===== config.mk =====
export PLATFORM = sky130hd
export DESIGN_NAME = chh_ram
export DESIGN_NICKNAME = d
export VERILOG_FILES = /design/src/rtl/chh_ram.sv
export SDC_FILE = /design/constraint.sdc
export NUM_CORES = 1
export LEC_CHECK = 0
export BUFFER_PORTS_ARGS = -buffer_cell sky130_fd_sc_hd__buf_2
export CORE_ASPECT_RATIO = 0.8
export CORE_MARGIN = 5
export CORE_UTILIZATION = 41
export CTS_CLUSTER_SIZE = 20
export DETAILED_ROUTE_END_ITERATION = 7
export PLACE_DENSITY_LB_ADDON = 0.15
export SLEW_MARGIN = 0
export SYNTH_ARGS = -nofsm -noshare
export SYNTH_HDL_FRONTEND = slang
export SYNTH_SLANG_ARGS = --single-unit

===== constraint.sdc =====
create_clock -name i_clk -period 2 [get_ports i_clk]
set_input_delay 0 -clock i_clk [delete_from_list [all_inputs] [get_ports i_clk]]
set_output_delay 0 -clock i_clk [all_outputs]
set_load 0.05 [all_outputs]

===== src/rtl/chh_ram.sv =====
// Generic single-clock RAM with one write port and one registered read port.
// No dependencies.
module chh_ram #(
    parameter int WIDTH = 8,
    parameter int DEPTH = 16
) (
    input  logic                     i_clk,
    input  logic                     i_we,
    input  logic [$clog2(DEPTH)-1:0] i_waddr,
    input  logic [WIDTH-1:0]         i_wdata,
    input  logic                     i_re,
    input  logic [$clog2(DEPTH)-1:0] i_raddr,
    output logic [WIDTH-1:0]         o_rdata
);

    logic [WIDTH-1:0] r_mem [DEPTH];
    logic [WIDTH-1:0] r_rdata;

    always_ff @(posedge i_clk) begin
        if (i_we) begin
            r_mem[i_waddr] <= i_wdata;
        end
        if (i_re) begin
            r_rdata <= r_mem[i_raddr];
        end
    end

    assign o_rdata = r_rdata;

endmodule


## After elaboration in Yosys (flattened, before gate mapping)

Memory sizes are Yosys's and may differ from the RTL's. A register that Yosys moved wholly into a read port is not among the register bits.
Index checks and enable logic that the tools add are counted.

- Bits in registers: 0
- RAM bits: 128
- Input bits: 19
- Output and inout bits: 8
- Word-level logic and storage cells: 3
- Memories kept: 1

- Mux-type cells: 2

Memory list:

| name | depth | width | read ports | clocked after memory_dff | wr ports | line | text |
|---|---|---|---|---|---|---|---|
| r_mem | 16 | 8 | 1 | 1 | 1 | 16 | `logic [WIDTH-1:0] r_mem [DEPTH];` |

Operators with widths:

| cell | count |
|---|---|
| two-way mux 1 bit | 2 |

## Longest topological paths before layout

- Word-level depth: 2
- Mapped depth: 5
- Gate-level depth less buffers: 3

## Worst setup path after synthesis

No wires, ideal clock.

- Path type: input to register
- From: input port i_waddr[2]
- To: memory r_mem[0][0] (enable)
- Library setup time: 0.383 ns
- Data arrival time: 1.110 ns
- Required time: 1.617 ns
- Path slack: 0.507 ns
- Cell stages on the path: 2
- Buffers on the path: 0
- Path through: or3b_2 > nor3_1

RTL lines:

| what | line | text |
|---|---|---|
| from (decl) | 9 | `input logic [$clog2(DEPTH)-1:0] i_waddr,` |
| to (decl) | 16 |  |

No word-level cell before the write port.

==> metrics.txt <==
# TYPE chip_impl_metric gauge
chip_impl_metric{name="syn_nets",unit=""} 248
chip_impl_metric{name="powerDensity",unit="nW/um^2"} 1020
chip_impl_metric{name="grt_util_all_layers",unit="%"} 15.3
chip_impl_metric{name="post_synth_num_cell_types",unit=""} 18
chip_impl_metric{name="clk-insertion-delay-late",unit="ns"} 0.41
chip_impl_metric{name="power.ir.vdd_worst",unit="uV"} 575
chip_impl_info{name="layout.cells.most_common",value="edfxtp_1"} 1
chip_impl_metric{name="hold_violations",unit=""} 0
chip_impl_metric{name="fin_tns_setup",unit="ns"} 0
chip_impl_info{name="cts_tree",value="done"} 1
chip_impl_metric{name="r2r.worst_path.cells",unit=""} 3
chip_impl_metric{name="setup_viol",unit=""} 0
chip_impl_metric{name="buffers_inserted_by_post_cts_timing_repair",unit=""} 0
chip_impl_metric{name="cts_hold_buffers",unit=""} 9
chip_impl_metric{name="drt_wl_cell",unit="um"} 22.1
chip_impl_metric{name="firstDrtPassIters",unit=""} 4
chip_impl_info{name="critPathLaunch",value="r_mem[4][0]"} 1
chip_impl_metric{name="final_design_area_no_fill",unit="um^2"} 6300
chip_impl_metric{name="drc_errors",unit=""} 0
chip_impl_metric{name="synth-seq-cells",unit=""} 136
chip_impl_metric{name="num-nets-final",unit=""} 315
chip_impl_metric{name="io_buffers",unit=""} 26
chip_impl_metric{name="placementRows",unit=""} 36
chip_impl_metric{name="timing.slew.headroom",unit="%"} 71.7
chip_impl_metric{name="number_of_inserted_filler_cells_in_the_final_layout",unit=""} 1009
chip_impl_metric{name="wirelength",unit="mm"} 10.6
chip_impl_metric{name="top_level_ports",unit=""} 27
chip_impl_metric{name="synth-adder-area-share",unit="%"} 0
chip_impl_metric{name="area_of_combinational_cells_with_multiple_inputs",unit="um^2"} 1060
chip_impl_metric{name="critPathMaxFanout",unit=""} 1
chip_impl_metric{name="coreArea",unit="um^2"} 12300
chip_impl_metric{name="clk_transition_reported_paths",unit="ns"} 0.05
chip_impl_metric{name="vias_per_cell",unit=""} 5.21
chip_impl_metric{name="yosys.area_share.simple",unit="%"} 3.14
chip_impl_metric{name="antenna_found_initial",unit=""} 0
chip_impl_metric{name="detailed_place_hpwl",unit="mm"} 6.64
chip_impl_metric{name="layout-drive-gt1-share",unit="%"} 29.8
chip_impl_metric{name="die_outline_area",unit="um^2"} 15100
chip_impl_info{name="critPathCaptureType",value="flop"} 1
chip_impl_metric{name="pre_cts_ws",unit="ns"} 0.394
chip_impl_metric{name="yosys_warnings",unit=""} 0
chip_impl_metric{name="synth.yosys.seq_area_share",unit="%"} 78.1
chip_impl_metric{name="finClkSkew",unit="ns"} 0.00560
chip_impl_metric{name="fin_crit_sh",unit="%"} 74.3
chip_impl_info{name="grt_setup_unrepaired",value="false"} 1
chip_impl_metric{name="synth_compound_area_share",unit="%"} 2.30
chip_impl_metric{name="detail_route.iter0.violations",unit=""} 263
chip_impl_metric{name="setup_ws",unit="ns"} 0.514
chip_impl_info{name="synth_top_family_by_area",value="multiplexers"} 1
chip_impl_metric{name="worst_tran_pin_value",unit="ns"} 0.424
chip_impl_info{name="min-delay-start",value="i_waddr[0]"} 1
chip_impl_metric{name="gpl.final_weighted_congestion",unit=""} 0.694
chip_impl_metric{name="gate_count_of_the_mapped_netlist",unit=""} 229
chip_impl_info{name="hold_path_class",value="in2reg"} 1
chip_impl_metric{name="initial_utilization",unit="%"} 42.4
chip_impl_metric{name="first_pass_grt_wire_length",unit="mm"} 16.2
chip_impl_info{name="worstReg2RegStart",value="r_mem[4][0]"} 1
chip_impl_metric{name="final_core_utilization",unit="%"} 51.1
chip_impl_metric{name="total_congestion_overflow",unit=""} 0
chip_impl_metric{name="die_width",unit="um"} 136
chip_impl_info{name="root_buffer",value="clkbuf_16"} 1
chip_impl_metric{name="slew_viol_final",unit=""} 0
chip_impl_metric{name="worst_ep_required_time",unit="ns"} 2.15
chip_impl_metric{name="syn_avg_cell_area",unit="um^2"} 22.8
chip_impl_metric{name="drv_cap",unit=""} 0
chip_impl_metric{name="post_synth_xor_area_fraction",unit="%"} 0
chip_impl_metric{name="power.static_leakage",unit="nW"} 2.14
chip_impl_info{name="critical_path_class",value="reg2reg"} 1
chip_impl_metric{name="area.sequential",unit="um^2"} 4080
chip_impl_metric{name="ant_nets",unit=""} 0
chip_impl_metric{name="syn-cell-area",unit="um^2"} 5230
chip_impl_metric{name="grt_pass1_vias",unit=""} 2619
chip_impl_info{name="layout.cells.most_common_list",value="edfxtp_1 (136), buf_2 (26), buf_4 (22), mux4_2 (18), clkbuf_16 (17)"} 1
chip_impl_metric{name="final.min_clock_period",unit="ns"} 1.49
chip_impl_metric{name="fmaxAchievable",unit="GHz"} 0.673
chip_impl_metric{name="synth.area.mux_share",unit="%"} 14.8
chip_impl_metric{name="number_of_buffers_created_by_cts",unit=""} 17
chip_impl_metric{name="numClockSinks",unit=""} 136
chip_impl_metric{name="cts-root-to-sink-buffers",unit=""} 2
chip_impl_metric{name="cts_repair_resize_count",unit=""} 0
chip_impl_metric{name="area_delta_synth_final",unit="%"} 20.6
chip_impl_metric{name="worstPathArrival",unit="ns"} 1.63
chip_impl_metric{name="grt_max_degree",unit=""} 33
chip_impl_metric{name="vias",unit=""} 2501
chip_impl_metric{name="chipHeight",unit="um"} 111
chip_impl_metric{name="detailed_place.area",unit="um^2"} 5670
chip_impl_metric{name="ff2ff_setup_slack",unit="ns"} 0.51
chip_impl_metric{name="min_delay_path_depth",unit=""} 3
chip_impl_info{name="status",value="complete, no violations"} 1
chip_impl_metric{name="antenna-diode-count",unit=""} 0
chip_impl_metric{name="h-tree-depth",unit=""} 4
chip_impl_info{name="kind_of_start_point_of_the_critical_path",value="flop"} 1
## cells by family after synthesis
family,count (synthesis)
simple gates,35
flops,136
compound gates,16
mux,32
buf+inv,10
## worst paths after layout
check / endpoint
max: o_rdata[0]
max reg2reg: o_rdata[0]
min reg2reg: o_rdata[7]
min: r_mem[12][4]
## flip-flops by register name (all words and copies together) (netlist names)
name     count
r_mem      128
o_rdata      8
## per-stage QoR
stage,hold slack [ns],total power (W),instances
final,0.159,0.00645,480
after global routing,0.166,0.00670,480
after CTS,0.136,0.00651,480
after detailed placement,0.387,0.00364,439
after global placement,0.386,0.00363,439
after floorplan,0.0989,0.00349,229
## synth_stat cells (all sizes together)
| master | n | area, um^2 |
|---|---|---|
| edfxtp | 136 | 4080 |
| mux4 | 32 | 773 |
| a22oi | 16 | 120 |
| nor2 | 13 | 48.8 |
| nand2 | 9 | 33.8 |
| buf | 7 | 56.3 |
| nor3 | 4 | 20.0 |
| clkdlybuf4s25 | 3 | 30.0 |
| nand2b | 2 | 12.5 |
| nand3b | 2 | 15.0 |
| and2 | 1 | 6.26 |
| and2b | 1 | 7.51 |
| nand3 | 1 | 5.00 |
| nor2b | 1 | 6.26 |
| or3b | 1 | 8.76 |
## where the power goes
part           leakage, nW  internal [W]  total [W]  switching (W)
Combinational        0.636      0.000139   0.000358       0.000218
Clock                0.266       0.00179    0.00286        0.00107
Sequential            1.24       0.00321    0.00323      0.0000193
## worst max-delay path, stage by stage, from the launching register on
cell and delay (ns):
edfxtp_1 0.37, mux4_1 0.54, a22oi_1 0.24, nand2_1 0.09
## cell type report
class | count | share of cell area [%]
sequential | 136 | 64.8
multi-input combinational | 83 | 16.8
clock buffer | 18 | 6.81
timing repair buffer | 58 | 6.43
tap | 171 | 3.39
clock inverter | 14 | 1.81
## metal layers
metal  track usage [%]  share of wire [%]  vias to the layer above  wire length [um]
li1                  -                  -                     1115                 -
met1              23.0                 50                     1315              5340
met2              21.4                 45                       63              4740
met3              5.08                3.9                        8               418
met4              4.03               0.94                        0               100
met5                 0                  0                        -                 0
Note: power is estimated with default switching activity, not from simulation.
