### src/rtl/chh_pkg.sv
// Shared definitions for the coordinate chained hash table: default sizes,
// hash multipliers, action and status codes.
// No dependencies; used by chh_hash and coord_chained_hash_table.
package chh_pkg;

    localparam int BUCKETS_DEF     = 4096;
    localparam int ENTRIES_DEF     = 512;
    localparam int COORD_BITS_DEF  = 16;
    localparam int HANDLE_BITS_DEF = 16;

    localparam logic [31:0] HASH_MUL_X = 32'h8da6b343;
    localparam logic [31:0] HASH_MUL_Y = 32'hd8163841;

    localparam logic ACT_INSERT = 1'b0;
    localparam logic ACT_LOOKUP = 1'b1;

    localparam int STATUS_W = 2;
    localparam logic [STATUS_W-1:0] STATUS_OK        = 2'd0;
    localparam logic [STATUS_W-1:0] STATUS_NOT_FOUND = 2'd1;
    localparam logic [STATUS_W-1:0] STATUS_POOL_FULL = 2'd2;

endpackage

### src/rtl/chh_hash.sv
// Bucket hash unit: multiplies the sign-extended coordinates by the hash
// constants, XORs the products and reduces the word modulo BUCKETS with a
// reciprocal multiplication and two corrective subtractions. Depends on chh_pkg.
module chh_hash #(
    parameter int BUCKETS    = chh_pkg::BUCKETS_DEF,
    parameter int COORD_BITS = chh_pkg::COORD_BITS_DEF
) (
    input  logic                          i_clk,
    input  logic                          i_rst_n,
    input  logic                          i_start,
    input  logic signed [COORD_BITS-1:0]  i_key_x,
    input  logic signed [COORD_BITS-1:0]  i_key_y,
    output logic                          o_done,
    output logic [$clog2(BUCKETS)-1:0]    o_bucket
);

    localparam int BW  = $clog2(BUCKETS);
    // The quotient estimate is ((h >> (BW-1)) * MU) >> (34-BW) with
    // MU = floor(2^33 / BUCKETS). It is at most two below the true quotient,
    // so the remainder estimate lies below 3*BUCKETS and fits in BW+2 bits.
    localparam int AW  = 33 - BW;
    localparam int MW  = 34 - BW;
    localparam int PW  = AW + MW;
    localparam int RMW = BW + 2;
    localparam logic [MW-1:0] MU = MW'((64'd1 << 33) / 64'(BUCKETS));

    localparam logic [1:0] PH_IDLE = 2'd0;
    localparam logic [1:0] PH_LOAD = 2'd1;
    localparam logic [1:0] PH_QUOT = 2'd2;
    localparam logic [1:0] PH_REM  = 2'd3;

    logic [1:0]     r_phase, n_phase;
    logic           r_done, n_done;
    logic [31:0]    r_px, r_py, r_h, n_h;
    logic [AW-1:0]  r_q, n_q;
    logic [BW-1:0]  r_rem, n_rem;
    logic [PW-1:0]  prod;
    logic [RMW-1:0] est_rem, red_rem;
    logic [31:0]    sx, sy;

    assign sx = 32'(i_key_x);
    assign sy = 32'(i_key_y);

    assign prod = PW'(r_h[31:BW-1]) * PW'(MU);

    // Remainder from the estimated quotient; only the low BW+2 bits matter.
    always_comb begin
        est_rem = r_h[RMW-1:0] - RMW'(RMW'(r_q) * RMW'(BUCKETS));
        red_rem = est_rem;
        if (red_rem >= RMW'(BUCKETS)) begin
            red_rem = red_rem - RMW'(BUCKETS);
        end
        if (red_rem >= RMW'(BUCKETS)) begin
            red_rem = red_rem - RMW'(BUCKETS);
        end
    end

    always_comb begin
        n_phase = r_phase;
        n_done  = 1'b0;
        n_h     = r_h;
        n_q     = r_q;
        n_rem   = r_rem;
        case (r_phase)
            PH_IDLE: begin
                if (i_start) begin
                    n_phase = PH_LOAD;
                end
            end
            PH_LOAD: begin
                n_h     = r_px ^ r_py;
                n_phase = PH_QUOT;
            end
            PH_QUOT: begin
                n_q     = prod[PW-1:MW];
                n_phase = PH_REM;
            end
            PH_REM: begin
                n_rem   = red_rem[BW-1:0];
                n_done  = 1'b1;
                n_phase = PH_IDLE;
            end
            default: begin
                n_phase = PH_IDLE;
            end
        endcase
    end

    always_ff @(posedge i_clk) begin
        if (!i_rst_n) begin
            r_phase <= PH_IDLE;
            r_done  <= 1'b0;
        end else begin
            r_phase <= n_phase;
            r_done  <= n_done;
        end
        if (i_start) begin
            r_px <= 32'(sx * chh_pkg::HASH_MUL_X);
            r_py <= 32'(sy * chh_pkg::HASH_MUL_Y);
        end
        r_h   <= n_h;
        r_q   <= n_q;
        r_rem <= n_rem;
    end

    assign o_done   = r_done;
    assign o_bucket = r_rem;

endmodule

### config.mk
export PLATFORM = sky130hd
export DESIGN_NAME = chh_hash
export DESIGN_NICKNAME = d
export VERILOG_FILES = /design/src/rtl/chh_pkg.sv /design/src/rtl/chh_hash.sv
export SDC_FILE = /design/constraint.sdc
export NUM_CORES = 1
export LEC_CHECK = 0
export ABC_CLOCK_PERIOD_IN_PS = 4100
export BUFFER_PORTS_ARGS = -buffer_cell sky130_fd_sc_hd__buf_2
export CORE_MARGIN = 2
export CORE_UTILIZATION = 31
export CTS_CLUSTER_SIZE = 30
export DETAILED_ROUTE_END_ITERATION = 10
export GPL_TIMING_DRIVEN = 1
export MAX_ROUTING_LAYER = met4
export RECOVER_POWER = 25
export SETUP_SLACK_MARGIN = 0.4
export SLEW_MARGIN = 20
export SYNTH_ARGS = -nofsm -noshare
export SYNTH_HDL_FRONTEND = slang
export SYNTH_SLANG_ARGS = --single-unit
### constraint.sdc
create_clock -name i_clk -period 4.1 [get_ports i_clk]
set_input_delay 0.205 -clock i_clk [delete_from_list [all_inputs] [get_ports i_clk]]
set_output_delay 0.205 -clock i_clk [all_outputs]
set_load 0.05 [all_outputs]
## Word-level counts from Yosys, hierarchy flattened

Cells that the tools add are included.

| operators by class | value |
|---|---|
| equality and inequality tests | 4 |
| bitwise logic cells | 1 |
| multiply operators | 2 |
| reduce and logical (&&, ||, !) cells | 1 |
| mux-type cells | 5 |
| add/subtract/negate cells | 3 |
| magnitude comparators | 2 |

Operators with widths:

| operator | number |
|---|---|
| 16-bit by 32-bit multiplier with 14-bit output (second input constant) | 1 |
| 16-bit by 31-bit multiplier with 14-bit output (second input constant) | 1 |
| 14-bit by 13-bit greater-or-equal comparator with 1-bit output (second input constant) | 2 |
| 14-bit 2-to-1 mux | 1 |
| 14-bit by 13-bit subtractor with 14-bit output (second input constant) | 1 |
| 14-bit subtractor | 1 |
| 14-bit bitwise XOR | 1 |
| 12-bit 2-to-1 mux | 1 |
| 12-bit by 1-bit subtractor with 12-bit output (second input constant) | 1 |
| 2-bit one-hot mux with 4 select lines | 1 |
| 2-bit == test (second input constant) | 2 |
| 2-bit by 1-bit == test with 1-bit output (second input constant) | 1 |
| 2-bit logical NOT | 1 |
| 2-bit 2-to-1 mux | 1 |
| 2-bit inequality test (second input constant) | 1 |
| 1-bit 2-to-1 mux | 1 |

| word-level totals | value |
|---|---|
| input bits | 35 |
| output and inout bits | 13 |
| register bits | 59 |

## Depth between registers and ports, before layout

Gate-level depths: netlist of the first run.

| depth | value |
|---|---|
| depth after elaboration | 5 |
| mapped depth | 14 |

## Least setup slack after synthesis of the first run

Ideal clock, no wire load.

| timing path | value |
|---|---|
| kind | input-to-reg |
| start | input port i_key_x[0] |
| end | register r_px[11], data pin |
| data arrival time | 3.429 ns |
| data required time | 3.841 ns |
| slack | 0.412 ns |
| stages on the path | 12 |
| library setup time | 0.259 ns |
| buffers on the path | 0 |
| cells stage by stage | ha_1 ha_1 fa_1 inv_1 fa_1 inv_1 fa_1 fa_1 xnor2_1 xnor2_1 xnor3_1 xnor2_1 |

| on the way | value |
|---|---|
| longest elaborated chain between the ends | 1 |

RTL lines:

| what | line | text |
|---|---|---|
| from (decl) | chh_hash.sv:11 | `input logic signed [COORD_BITS-1:0] i_key_x,` |
| 16-bit by 32-bit multiplier with 14-bit output | chh_hash.sv:98 | `r_px <= 32'(sx * chh_pkg::HASH_MUL_X);` |
| to (signal assigned) | chh_hash.sv:98 |  |
| to (decl) | chh_hash.sv:34 | `logic [31:0] r_px, r_py, r_h, n_h;` |

Every way passes these cells.
A chain may end at the register's enable or synchronous reset.

## Worst setup path after layout of the first run

| timing path | value |
|---|---|
| start | input port i_key_x[1] |
| end | register r_px[11], data pin |

The elaborated chain is that of the path after synthesis.

==> summary.md, run 1 <==
| Metric | Value |
|---|---|
| Synthesized area | `~3000 µm²` |
| Dpl ws | `0.02144 ns` |
| FF-to-FF Start | `r_phase[1]` |
| Worst slew pin tran | `~1.3 ns` |
| CP Launch Type | `input pin` |
| Dpl cells | `346` |
| Worst-skew pair later-pin latency | `0.29 ns` |
| Xor/xnor share of the synthesized area | `11.21%` |
| CP endpoint kind | `flop` |
| Final Setup Violations | `0` |
| Total GRT Usage | `9.591%` |
| Core Rows | `35` |
| R2r worst-path depth | `2` |
| Root buffer cell | `clkbuf_8` |
| Crit-path max FO | `4` |
| Commonest non-fill, non-tap cells in the layout | `ha_1 (57), edfxtp_1 (48), buf_2 (31), inv_1 (24), xor2_1 (18)` |
| Simple-Gate Fraction of Synth Area | `1.454%` |
| # diodes | `0` |
| Antenna violations before repair | `0` |
| Fin Clk Skew | `0.001965 ns` |
| Tcrit/Tclk final | `87.64%` |
| CP Capture Point | `r_px[11]` |
| Share of layout cells above drive strength 1 | `18.11%` |
| DP HPWL | `3.610 mm` |
| Longest Clk Path Bufs | `2` |
| H-tree lvl count | `2` |
| Vias | `1,506` |
| Post-synth top flop | `edfxtp_1` |
| Leakage | `1.501 nW` |
| Main combinational cell family by area after synthesis | `adder cells` |
| Adder-cell share of the synthesized area | `30.71%` |
| TritonCTS Sinks | `51` |
| Unique masters post-synth | `22` |
| FF-to-FF End | `r_h[1]` |
| Final cell count without fillers | `roughly 350` |
| Period minus WS final | `3.593 ns` |
| Vias/cell | `4.254` |
| # Post-CTS Setup Buffers | `0` |
| Cells after synthesis | `195` |
| Unrepaired setup endpoints after global routing | `yes` |
| Post-route worst hold slack | `0.1405 ns` |
| CTS Buf Count | `5` |
| Initial core utilization | `roughly a third` |
| R2R setup slack | `around 2.8 ns` |
| Total core area | `9196 µm²` |
| Max Fclk | `0.2783 GHz` |
| Most common cell after layout, fill and taps aside | `ha_1` |
| Critical Path RT | `slightly above 4 ns` |
| CTS Hold Bufs | `0` |
| Post-synth EDFFs | `48` |
| Die ar. | `10,230 µm²` |
| Async SR Flop Fraction | `0%` |
| CP Class | `in2reg` |
| Vias in the first global route | `between 1,500 and 2,000` |
| Synth Area in Compound Gates | `~1.9%` |
| Total wire length | `between 4 and 5 mm` |
| IO buf count | `39` |
| Syn nets | `about 300` |
| Placer Congestion | `0.8060` |
| Remaining Overflow, GRT | `0` |
| Largest net degree at the start of global routing | `26` |
| First element of the critical path | `i_key_x[1]` |
| DRC violations left | `0` |
| First DRT Iteration DRCs | `25` |
| Non-Filler Cell Area, Final | `around 3400 µm²` |
| Warnings from Yosys | `0` |
| CTS tree | `built` |
| Synth-to-Final Area Change | `15.31%` |
| MaxCap Viol Count | `0` |
| Layout net count | `344` |
| Die W | `a little over 100 µm` |
| Worst min-delay path category | `in2reg` |
| Pwr/cell area | `480.3 nW/µm²` |
| Final setup TNS | `0 ns` |
| Drt first pass iters | `4` |
| Final hold viol count | `0` |
| Mux cell area share after synthesis | `0.3422%` |
| Wire per inst | `12.32 µm` |
| First-pass GRT wire length | `between 7 and 8 mm` |
| # IOs | `48` |
| Worst IR Drop VDD | `0.1400 mV` |
| DIE HEIGHT | `101.1 µm` |
| Final WS setup | `0.5066 ns` |
| Clock transition at path regs | `about 0.090 ns` |
| Crit path DAT | `roughly 3.7 ns` |
| Post-Place Cell Area | `3267 µm²` |
| Post-DRT Antenna Nets | `0` |
| Post-synthesis sequential area ratio | `51.33%` |
| Final Max Slew Viols | `0` |
| Synthesized flop and latch total | `51` |
| Relative slew slack | `11.36%` |
| Avg Inst Size Synth | `15.00 µm²` |
| Outcome | `completed` |
==> cells in the mapped netlist (2+ instances only) <==
cell type	n	share of area, %
a21oi_1	2	0.34
dfxtp_1	3	2.1
edfxtp_1	48	49
fa_1	8	5.5
ha_1	59	25
inv_1	24	3.1
nand2_1	4	0.51
o21ai_0	2	0.34
xnor2_1	15	4.5
xor2_1	18	5.4
==> cell families (layout without fill, tap and decap cells) <==
| group | after synthesis | after routing |
|---|---|---|
| fa+ha+maj | 67 | 67 |
| flops | 51 | 51 |
| xor+xnor | 35 | 35 |
| buf+inv | 24 | 72 |
| simple gates | 9 | 9 |
| compound gates | 8 | 8 |
| mux | 1 | 1 |
==> stage by stage <==
| step | power (W) | util, % |
|---|---|---|
| 3_3_place_gp | 0.001312 | 35.52 |
| 6_report | 0.001620 | 36.68 |
| 3_5_place_dp | 0.001329 | 35.52 |
| 2_1_floorplan | 0.001194 | - |
| 4_1_cts | 0.001608 | 36.53 |
| 5_1_grt | 0.001745 | 36.68 |
==> worst min-delay path by stage <==
stage / startpoint / endpoint / cells after the start
2_1_floorplan: i_key_x[0] / r_px[0] / 0
3_3_place_gp: r_h[10] / o_bucket[10] / 0
3_5_place_dp: r_h[7] / o_bucket[7] / 0
4_1_cts: i_key_y[2] / r_py[2] / 1
5_1_grt: i_key_y[2] / r_py[2] / 1
6_report: i_rst_n / o_done / 2
==> final cells by class <==
type,count,area (µm²)
tap,111,138.9
fill,901,5823
multi-input combinational,120,1369
timing repair buffer,40,188.9
clock buffer,6,72.57
clock inverter,2,12.51
sequential,51,1501
inverter,24,90.09
==> routing by layer <==
metal	global-route usage [%]	up-vias	wire length, µm
met2	15.28	39	2015
met5	-	-	0
met3	2.070	7	210
met4	3.430	0	73
met1	12.07	686	2060
li1	-	774	-
==> repair_timing <==
action / 4_1_cts / 5_1_grt
pin swaps: 1 / 0
endpoints found under the setup margin: 1 / 2
gates resized for setup: 1 / 4
==> critical path: stages <==
cell	delay, ns
clkbuf_1	0.20
ha_1	0.31
ha_1	0.32
fa_1	0.51
inv_1	0.05
fa_1	0.36
inv_1	0.09
fa_1	0.46
fa_2	0.59
ha_4	0.22
a21oi_1	0.11
o21ai_1	0.10
xnor2_1	0.14
==> state kept, by name (all words and copies together) (netlist names) <==
register,flops
o_bucket,12
o_done,1
r_h,12
r_phase,2
r_px,12
r_py,12
==> where the power goes <==
| part | total [W] | internal (W) | switching [W] | leakage, nW |
|---|---|---|---|---|
| combinational | 0.000555 | 0.000250 | 0.000305 | 0.979 |
| clock | 0.000274 | 0.000119 | 0.000154 | 0.0412 |
| sequential | 0.000791 | 0.000748 | 0.0000435 | 0.481 |
| total | 0.00162 | 0.00112 | 0.000503 | 1.50 |
No activity file was read; power rests on OpenSTA's default activity.
==> run 2, diff against run 1 <==
--- a/config.mk
+++ b/config.mk
@@ -6,11 +6,11 @@
 export NUM_CORES = 1
 export LEC_CHECK = 0
 export ABC_CLOCK_PERIOD_IN_PS = 4100
-export BUFFER_PORTS_ARGS = -buffer_cell sky130_fd_sc_hd__buf_2
 export CORE_MARGIN = 2
 export CORE_UTILIZATION = 31
 export CTS_CLUSTER_SIZE = 30
 export DETAILED_ROUTE_END_ITERATION = 10
+export DONT_BUFFER_PORTS = 1
 export GPL_TIMING_DRIVEN = 1
 export MAX_ROUTING_LAYER = met4
 export RECOVER_POWER = 25
==> summary.md, run 2 (synthesis gave the netlist of run 1 again) <==
| Metric | Value |
|---|---|
| Vias in the first global route | `1,465 (-4.6%)` |
| Wire per inst | `13.09 µm (+6.3%)` |
| CP Launch Type | `input pin` |
| Layout fillers | `885 (-1.8%)` |
| Remaining Overflow, GRT | `0 (unchanged)` |
| FF-to-FF End | `r_h[6]` |
| CP peak stage delay | `0.51 ns (-0.08 ns)` |
| Buf/Inv on CP | `2 (-1)` |
| Vias/cell | `4.325 (+1.7%)` |
| Commonest non-fill, non-tap cells in the layout | `ha_1 (59), edfxtp_1 (48), inv_1 (24), xor2_1 (18), xnor2_1 (15)` |
| DP HPWL | `3.336 mm (-7.6%)` |
| Hold Path Depth | `0 (-2)` |
| CP most frequent cell | `fa_1` |
| Placer Congestion | `0.7567 (-6.1%)` |
| Final setup TNS | `0 ns (unchanged)` |
| Final WS setup | `0.5731 ns (+0.06645 ns)` |
| Fin Clk Skew | `0.003021 ns (+0.001056 ns)` |
| Crit-path max FO | `4 (unchanged)` |
| # IOs | `48 (unchanged)` |
| Total GRT Usage | `9.248% (-0.34 points)` |
| # Post-CTS Setup Buffers | `0 (unchanged)` |
| Final Setup Violations | `0 (unchanged)` |
| IO buf count | `0 (-100%)` |
| Longest Clk Path Bufs | `2 (unchanged)` |
| Pwr/cell area | `478.2 nW/µm² (-0.45%)` |
| Outcome | `completed` |
| Largest net degree at the start of global routing | `26 (unchanged)` |
| Total wire length | `4.227 mm (-3.1%)` |
| Share of layout cells above drive strength 1 | `4.245% (-14 points)` |
| Relative slew slack | `65.16% (+54 points)` |
| Worst-skew pair later-pin latency | `0.30 ns (about the same)` |
| First DRT Iteration DRCs | `37 (+48%)` |
| Leakage | `1.404 nW (-6.5%)` |
| First-pass GRT wire length | `6.948 mm (-4.4%)` |
| DRC violations left | `0 (unchanged)` |
| FF-to-FF Start | `r_phase[1]` |
| First element of the critical path | `i_key_x[0]` |
| Clock transition at path regs | `0.08 ns (about the same)` |
| Final hold viol count | `0 (unchanged)` |
| Total power | `0.001549 W (-4.4%)` |
| Largest delay share family, worst path | `adder cells` |
| Hold EP | `r_px[10]` |
| Critical path's slowest cell | `fa_1` |
| Initial core utilization | `31.81% (unchanged)` |
| Worst path cell trace | `ha_1, ha_1, fa_1, inv_1, fa_1, inv_1, fa_1, fa_1, xnor2_1, xnor2_1, xnor3_1, xnor2_1` |
| R2r worst-path depth | `2 (unchanged)` |
| CTS Hold Bufs | `7 (+7)` |
| Max Fclk | `0.2835 GHz (+1.9%)` |
| Period minus WS final | `3.527 ns (-0.06645 ns)` |
| Multi-input gate area | `1334 µm² (-2.6%)` |
| # diodes | `0 (unchanged)` |
| CP endpoint kind | `flop` |
| Critical Path RT | `4.15 ns (about the same)` |
| Unrepaired setup endpoints after global routing | `no` |
| Most common cell after layout, fill and taps aside | `ha_1` |
| Tcrit/Tclk final | `86.02% (-1.6 points)` |
| Root buffer cell | `clkbuf_8` |
| Drt first pass iters | `4 (unchanged)` |
| Die W | `101.1 µm (unchanged)` |
| Hold path startpoint | `i_start` |
| Vias | `1,397 (-7.2%)` |
| CP Class | `in2reg` |
| CTS Buf Count | `5 (unchanged)` |
| Crit path DAT | `3.58 ns (-0.07 ns)` |
| Layout net count | `313 (-9.0%)` |
| Core Rows | `35 (unchanged)` |
| Synth-to-Final Area Change | `10.74%` |
| Post-DRT Antenna Nets | `0 (unchanged)` |
| Worst slew pin tran | `0.5227 ns (-0.8070 ns)` |
| R2R setup slack | `2.79 ns (about the same)` |
| CTS tree | `built` |
| Die ar. | `10,230 µm² (unchanged)` |
| H-tree lvl count | `2 (unchanged)` |
| Post-CTS Resized | `0 (-1)` |
| TritonCTS Sinks | `51 (unchanged)` |
| Final Max Slew Viols | `0 (unchanged)` |
| DIE HEIGHT | `101.1 µm (unchanged)` |
| Seq. cell area | `1501 µm² (unchanged)` |
| Total core area | `9196 µm² (unchanged)` |
| Antenna violations before repair | `0 (unchanged)` |
| Worst IR Drop VDD | `0.1473 mV (+5.2%)` |
| Dpl ws | `0.1966 ns (+0.1752 ns)` |
| MaxCap Viol Count | `0 (unchanged)` |
| Worst min-delay path category | `in2reg` |
-- run 2: cell count changes in the layout (fill, tap and decap cells not counted) --
cell and delta:
ha_1 +2, dlygate4sd3_1 +9, xnor2_1 +1, fa_1 +1
buf_2 -31, clkbuf_1 -9, o21ai_1 -1, ha_4 -2
xnor2_2 -1, o21ai_0 +1, fa_2 -1
-- run 2: per-layer routing --
layer | track usage, % | share of wire (%) | vias up
met1 | 11.72 | 49 | 635
met4 | 3.119 | 1.6 | 0
met2 | 13.86 | 43 | 45
met5 | - | 0 | -
li1 | - | - | 712
met3 | 3.175 | 6.2 | 5
-- run 2: area by class of cell --
type,instances,share of cell area (%)
inverter,24,2.781
sequential,51,46.35
clock buffer,6,2.240
clock inverter,2,0.3862
timing repair buffer,9,2.781
multi-input combinational,120,41.17
tap,111,4.287
-- run 2: through the flow --
stage          cell area [µm²]  std cells  utilization (%)  hold WS [ns]
5_1_grt                   3239        323            35.22      0.001517
3_3_place_gp              3064        306            33.32        0.3042
2_1_floorplan             2925        195                -        0.3039
6_report                  3239        323            35.22       0.01760
4_1_cts                   3219        321            35.01      0.005645
3_5_place_dp              3064        306            33.32        0.3042
-- run 2: report_power, final --
group	total (W)	switching [W]	internal [W]
registers	0.000842	0.0000923	0.000749
clock network	0.000275	0.000155	0.000119
logic	0.000432	0.000218	0.000215
total	0.00155	0.000466	0.00108
-- run 2: worst max-delay path by stage --
stage | slack, ns | to | depth (start not counted)
3_5_place_dp | 0.20 | r_px[11] | 12
4_1_cts | 0.53 | r_px[11] | 12
2_1_floorplan | 0.41 | r_px[11] | 12
5_1_grt | 0.41 | r_px[11] | 12
6_report | 0.57 | r_px[11] | 12
3_3_place_gp | 0.24 | r_px[11] | 12
==> run 3, diff against run 2 <==
--- a/config.mk
+++ b/config.mk
@@ -5,6 +5,7 @@
 export SDC_FILE = /design/constraint.sdc
 export NUM_CORES = 1
 export LEC_CHECK = 0
+export ABC_AREA = 0
 export ABC_CLOCK_PERIOD_IN_PS = 4100
 export CORE_MARGIN = 2
 export CORE_UTILIZATION = 31
@@ -13,6 +14,7 @@
 export DONT_BUFFER_PORTS = 1
 export GPL_TIMING_DRIVEN = 1
 export MAX_ROUTING_LAYER = met4
+export PLACE_DENSITY = 0.55
 export RECOVER_POWER = 25
 export SETUP_SLACK_MARGIN = 0.4
 export SLEW_MARGIN = 20
==> constraint.sdc (replaced) <==
create_clock -name i_clk -period 4.1 [get_ports i_clk]
set_input_delay 0.82 -clock i_clk [delete_from_list [all_inputs] [get_ports i_clk]]
set_output_delay 0.82 -clock i_clk [all_outputs]
set_load 0.05 [all_outputs]
==> summary.md, run 3 (synthesis gave the netlist of run 1 again) <==
| Metric | Value |
|---|---|
| WL met3 | `294 µm (+12%)` |
| Multi-input gate area | `1438 µm² (+7.8%)` |
| Layout fillers | `892 (+0.79%)` |
| Relative slew slack | `66.42% (+1.3 points)` |
| Remaining Overflow, GRT | `0 (unchanged)` |
| CP Class | `in2reg` |
| CTS tree | `built` |
| Metal2 WL | `1.999 mm (+9.0%)` |
| Final setup TNS | `0 ns (unchanged)` |
| Longest Clk Path Bufs | `2 (unchanged)` |
| CP endpoint kind | `flop` |
| # diodes | `0 (unchanged)` |
| Antenna violations before repair | `0 (unchanged)` |
| Synth-to-Final Area Change | `13.34%` |
| CTS Buf Count | `5 (unchanged)` |
| MaxCap Viol Count | `0 (unchanged)` |
| Die ar. | `10,230 µm² (unchanged)` |
| R2r worst-path depth | `2 (unchanged)` |
| Total wire length | `4.094 mm (-3.1%)` |
| First DRT Iteration DRCs | `50 (+35%)` |
| Layout net count | `306 (-2.2%)` |
| Worst slew pin tran | `0.5038 ns (-0.01889 ns)` |
| First element of the critical path | `i_key_x[0]` |
| Worst min-delay path category | `reg2reg` |
| Final Max Slew Viols | `0 (unchanged)` |
| Crit path DAT | `3.77 ns (+0.19 ns)` |
| Hold path startpoint | `r_h[3]` |
| Share of layout cells above drive strength 1 | `13.17% (+8.9 points)` |
| TritonCTS Sinks | `51 (unchanged)` |
| Metal1 wirelength | `1.722 mm (-16%)` |
| Vias in the first global route | `1,393 (-4.9%)` |
| Pwr/cell area | `530.4 nW/µm² (+11%)` |
| Leakage | `1.407 nW (+0.15%)` |
| FF-to-FF End | `r_h[0]` |
| Core Rows | `35 (unchanged)` |
| Largest net degree at the start of global routing | `26 (unchanged)` |
| Total core area | `9196 µm² (unchanged)` |
| Max Used Layer | `met4` |
| DP HPWL | `3.422 mm (+2.6%)` |
| Initial core utilization | `31.81% (unchanged)` |
| Post-DRT Antenna Nets | `0 (unchanged)` |
| H-tree lvl count | `2 (unchanged)` |
| Final Setup Violations | `0 (unchanged)` |
| Fin Clk Skew | `0.007173 ns (+0.004152 ns)` |
| Drt first pass iters | `4 (unchanged)` |
| Final hold viol count | `0 (unchanged)` |
| Hold Path Depth | `0 (unchanged)` |
| IO buf count | `0 (unchanged)` |
| Max Fclk | `0.2692 GHz (-5.1%)` |
| DRC violations left | `0 (unchanged)` |
| FF-to-FF Start | `r_phase[1]` |
| Tcrit/Tclk final | `90.60% (+4.6 points)` |
| Vias | `1,363 (-2.4%)` |
| Root buffer cell | `clkbuf_8` |
| First-pass GRT wire length | `6.810 mm (-2.0%)` |
| Hold EP | `o_bucket[3]` |
| Critical Path RT | `4.15 ns (about the same)` |
| Final cell count without fillers | `316 (-2.2%)` |
| DIE HEIGHT | `101.1 µm (unchanged)` |
| Worst-skew pair later-pin latency | `0.30 ns (about the same)` |
| CP Launch Type | `input pin` |
| Crit-path max FO | `4 (unchanged)` |
| Placer Congestion | `0.6953 (-8.1%)` |
| Dpl cells | `306 (unchanged)` |
| Die W | `101.1 µm (unchanged)` |
| Total power | `0.001759 W (+14%)` |
| Clock transition at path regs | `0.08 ns (about the same)` |
| # IOs | `48 (unchanged)` |
| Total GRT Usage | `9.207% (-0.041 points)` |
| Seq. cell area | `1501 µm² (unchanged)` |
| Most common cell after layout, fill and taps aside | `ha_1` |
| Wire per inst | `12.96 µm (-1.0%)` |
| Worst IR Drop VDD | `0.1829 mV (+24%)` |
| Vias/cell | `4.313 (-0.27%)` |
| Unrepaired setup endpoints after global routing | `yes` |
| Period minus WS final | `3.715 ns (+0.1879 ns)` |
| Commonest non-fill, non-tap cells in the layout | `ha_1 (54), edfxtp_1 (48), inv_1 (21), xor2_1 (18), xnor2_1 (13)` |
| Outcome | `completed` |
| R2R setup slack | `2.79 ns (about the same)` |
[run 3: cell types whose count changed in the layout (fill, tap and decap cells not counted), sizes merged]
cell / before / now
bufinv: 0 / 2
buf: 0 / 2
dlygate4sd3: 9 / 0
clkinvlp: 1 / 0
clkinv: 1 / 0
[run 3: worst max-delay path by stage]
stage,end,slack (ns),depth (start not counted)
6_report,r_px[11],0.39,12
5_1_grt,r_px[11],0.24,12
4_1_cts,r_px[11],0.33,12
3_5_place_dp,r_px[11],0.007,12
3_3_place_gp,r_px[11],0.02,12
2_1_floorplan,r_px[11],0.19,12
[run 3: timing repair]
action / in CTS / in global routing
pin swaps: 0 / 6
endpoints found under the hold margin: 0 / 0
hold buffers: 0 / 0
cloned: 0 / 0
endpoints found under the setup margin: 1 / 2
setup buffers: 0 / 2
gates resized for setup: 0 / 5
[run 3: metal layers]
metal | vias up | global-route usage (%)
met5 | - | -
met4 | 0 | 3.430
met3 | 7 | 3.658
met2 | 32 | 14.57
met1 | 626 | 10.55
li1 | 698 | -
[run 3: through the flow]
| step | setup slack, ns | area [µm²] | hold slack [ns] | util (%) |
|---|---|---|---|---|
| after floorplan | 0.1861 | 3003 | 0.4003 | - |
| after global placement | 0.01897 | 3142 | 0.4015 | 34.16 |
| after detailed placement | 0.007029 | 3142 | 0.4045 | 34.16 |
| after CTS | 0.3285 | 3274 | 0.4254 | 35.61 |
| after global routing | 0.2366 | 3316 | 0.4327 | 36.05 |
| final | 0.3852 | 3316 | 0.4235 | 36.05 |
[run 3: final cells by class]
class                           instances  share of cell area [%]
Clock buffer                            6                   2.189
Sequential cell                        51                   45.28
Timing Repair Buffer                    2                  0.4528
Clock inverter                          2                   1.811
Tap cell                              111                   4.189
Multi-Input combinational cell        120                   43.36
Inverter                               24                   2.717
[run 3: critical path: stages]
cell and delay, ns:
ha_4 0.23, ha_4 0.23, fa_1 0.49, inv_2 0.04, fa_2 0.33, inv_1 0.07, fa_1 0.44, fa_2 0.38
xnor2_2 0.18, xnor2_2 0.13, xnor3_1 0.28, xnor2_1 0.14
[run 3: where the power goes]
part           switching [W]  leakage (nW)  total, W  internal, W
Combinational       0.000257         0.860  0.000523     0.000266
Clock               0.000152        0.0654  0.000396     0.000244
Sequential         0.0000911         0.481  0.000840     0.000749
Total               0.000500          1.41   0.00176      0.00126
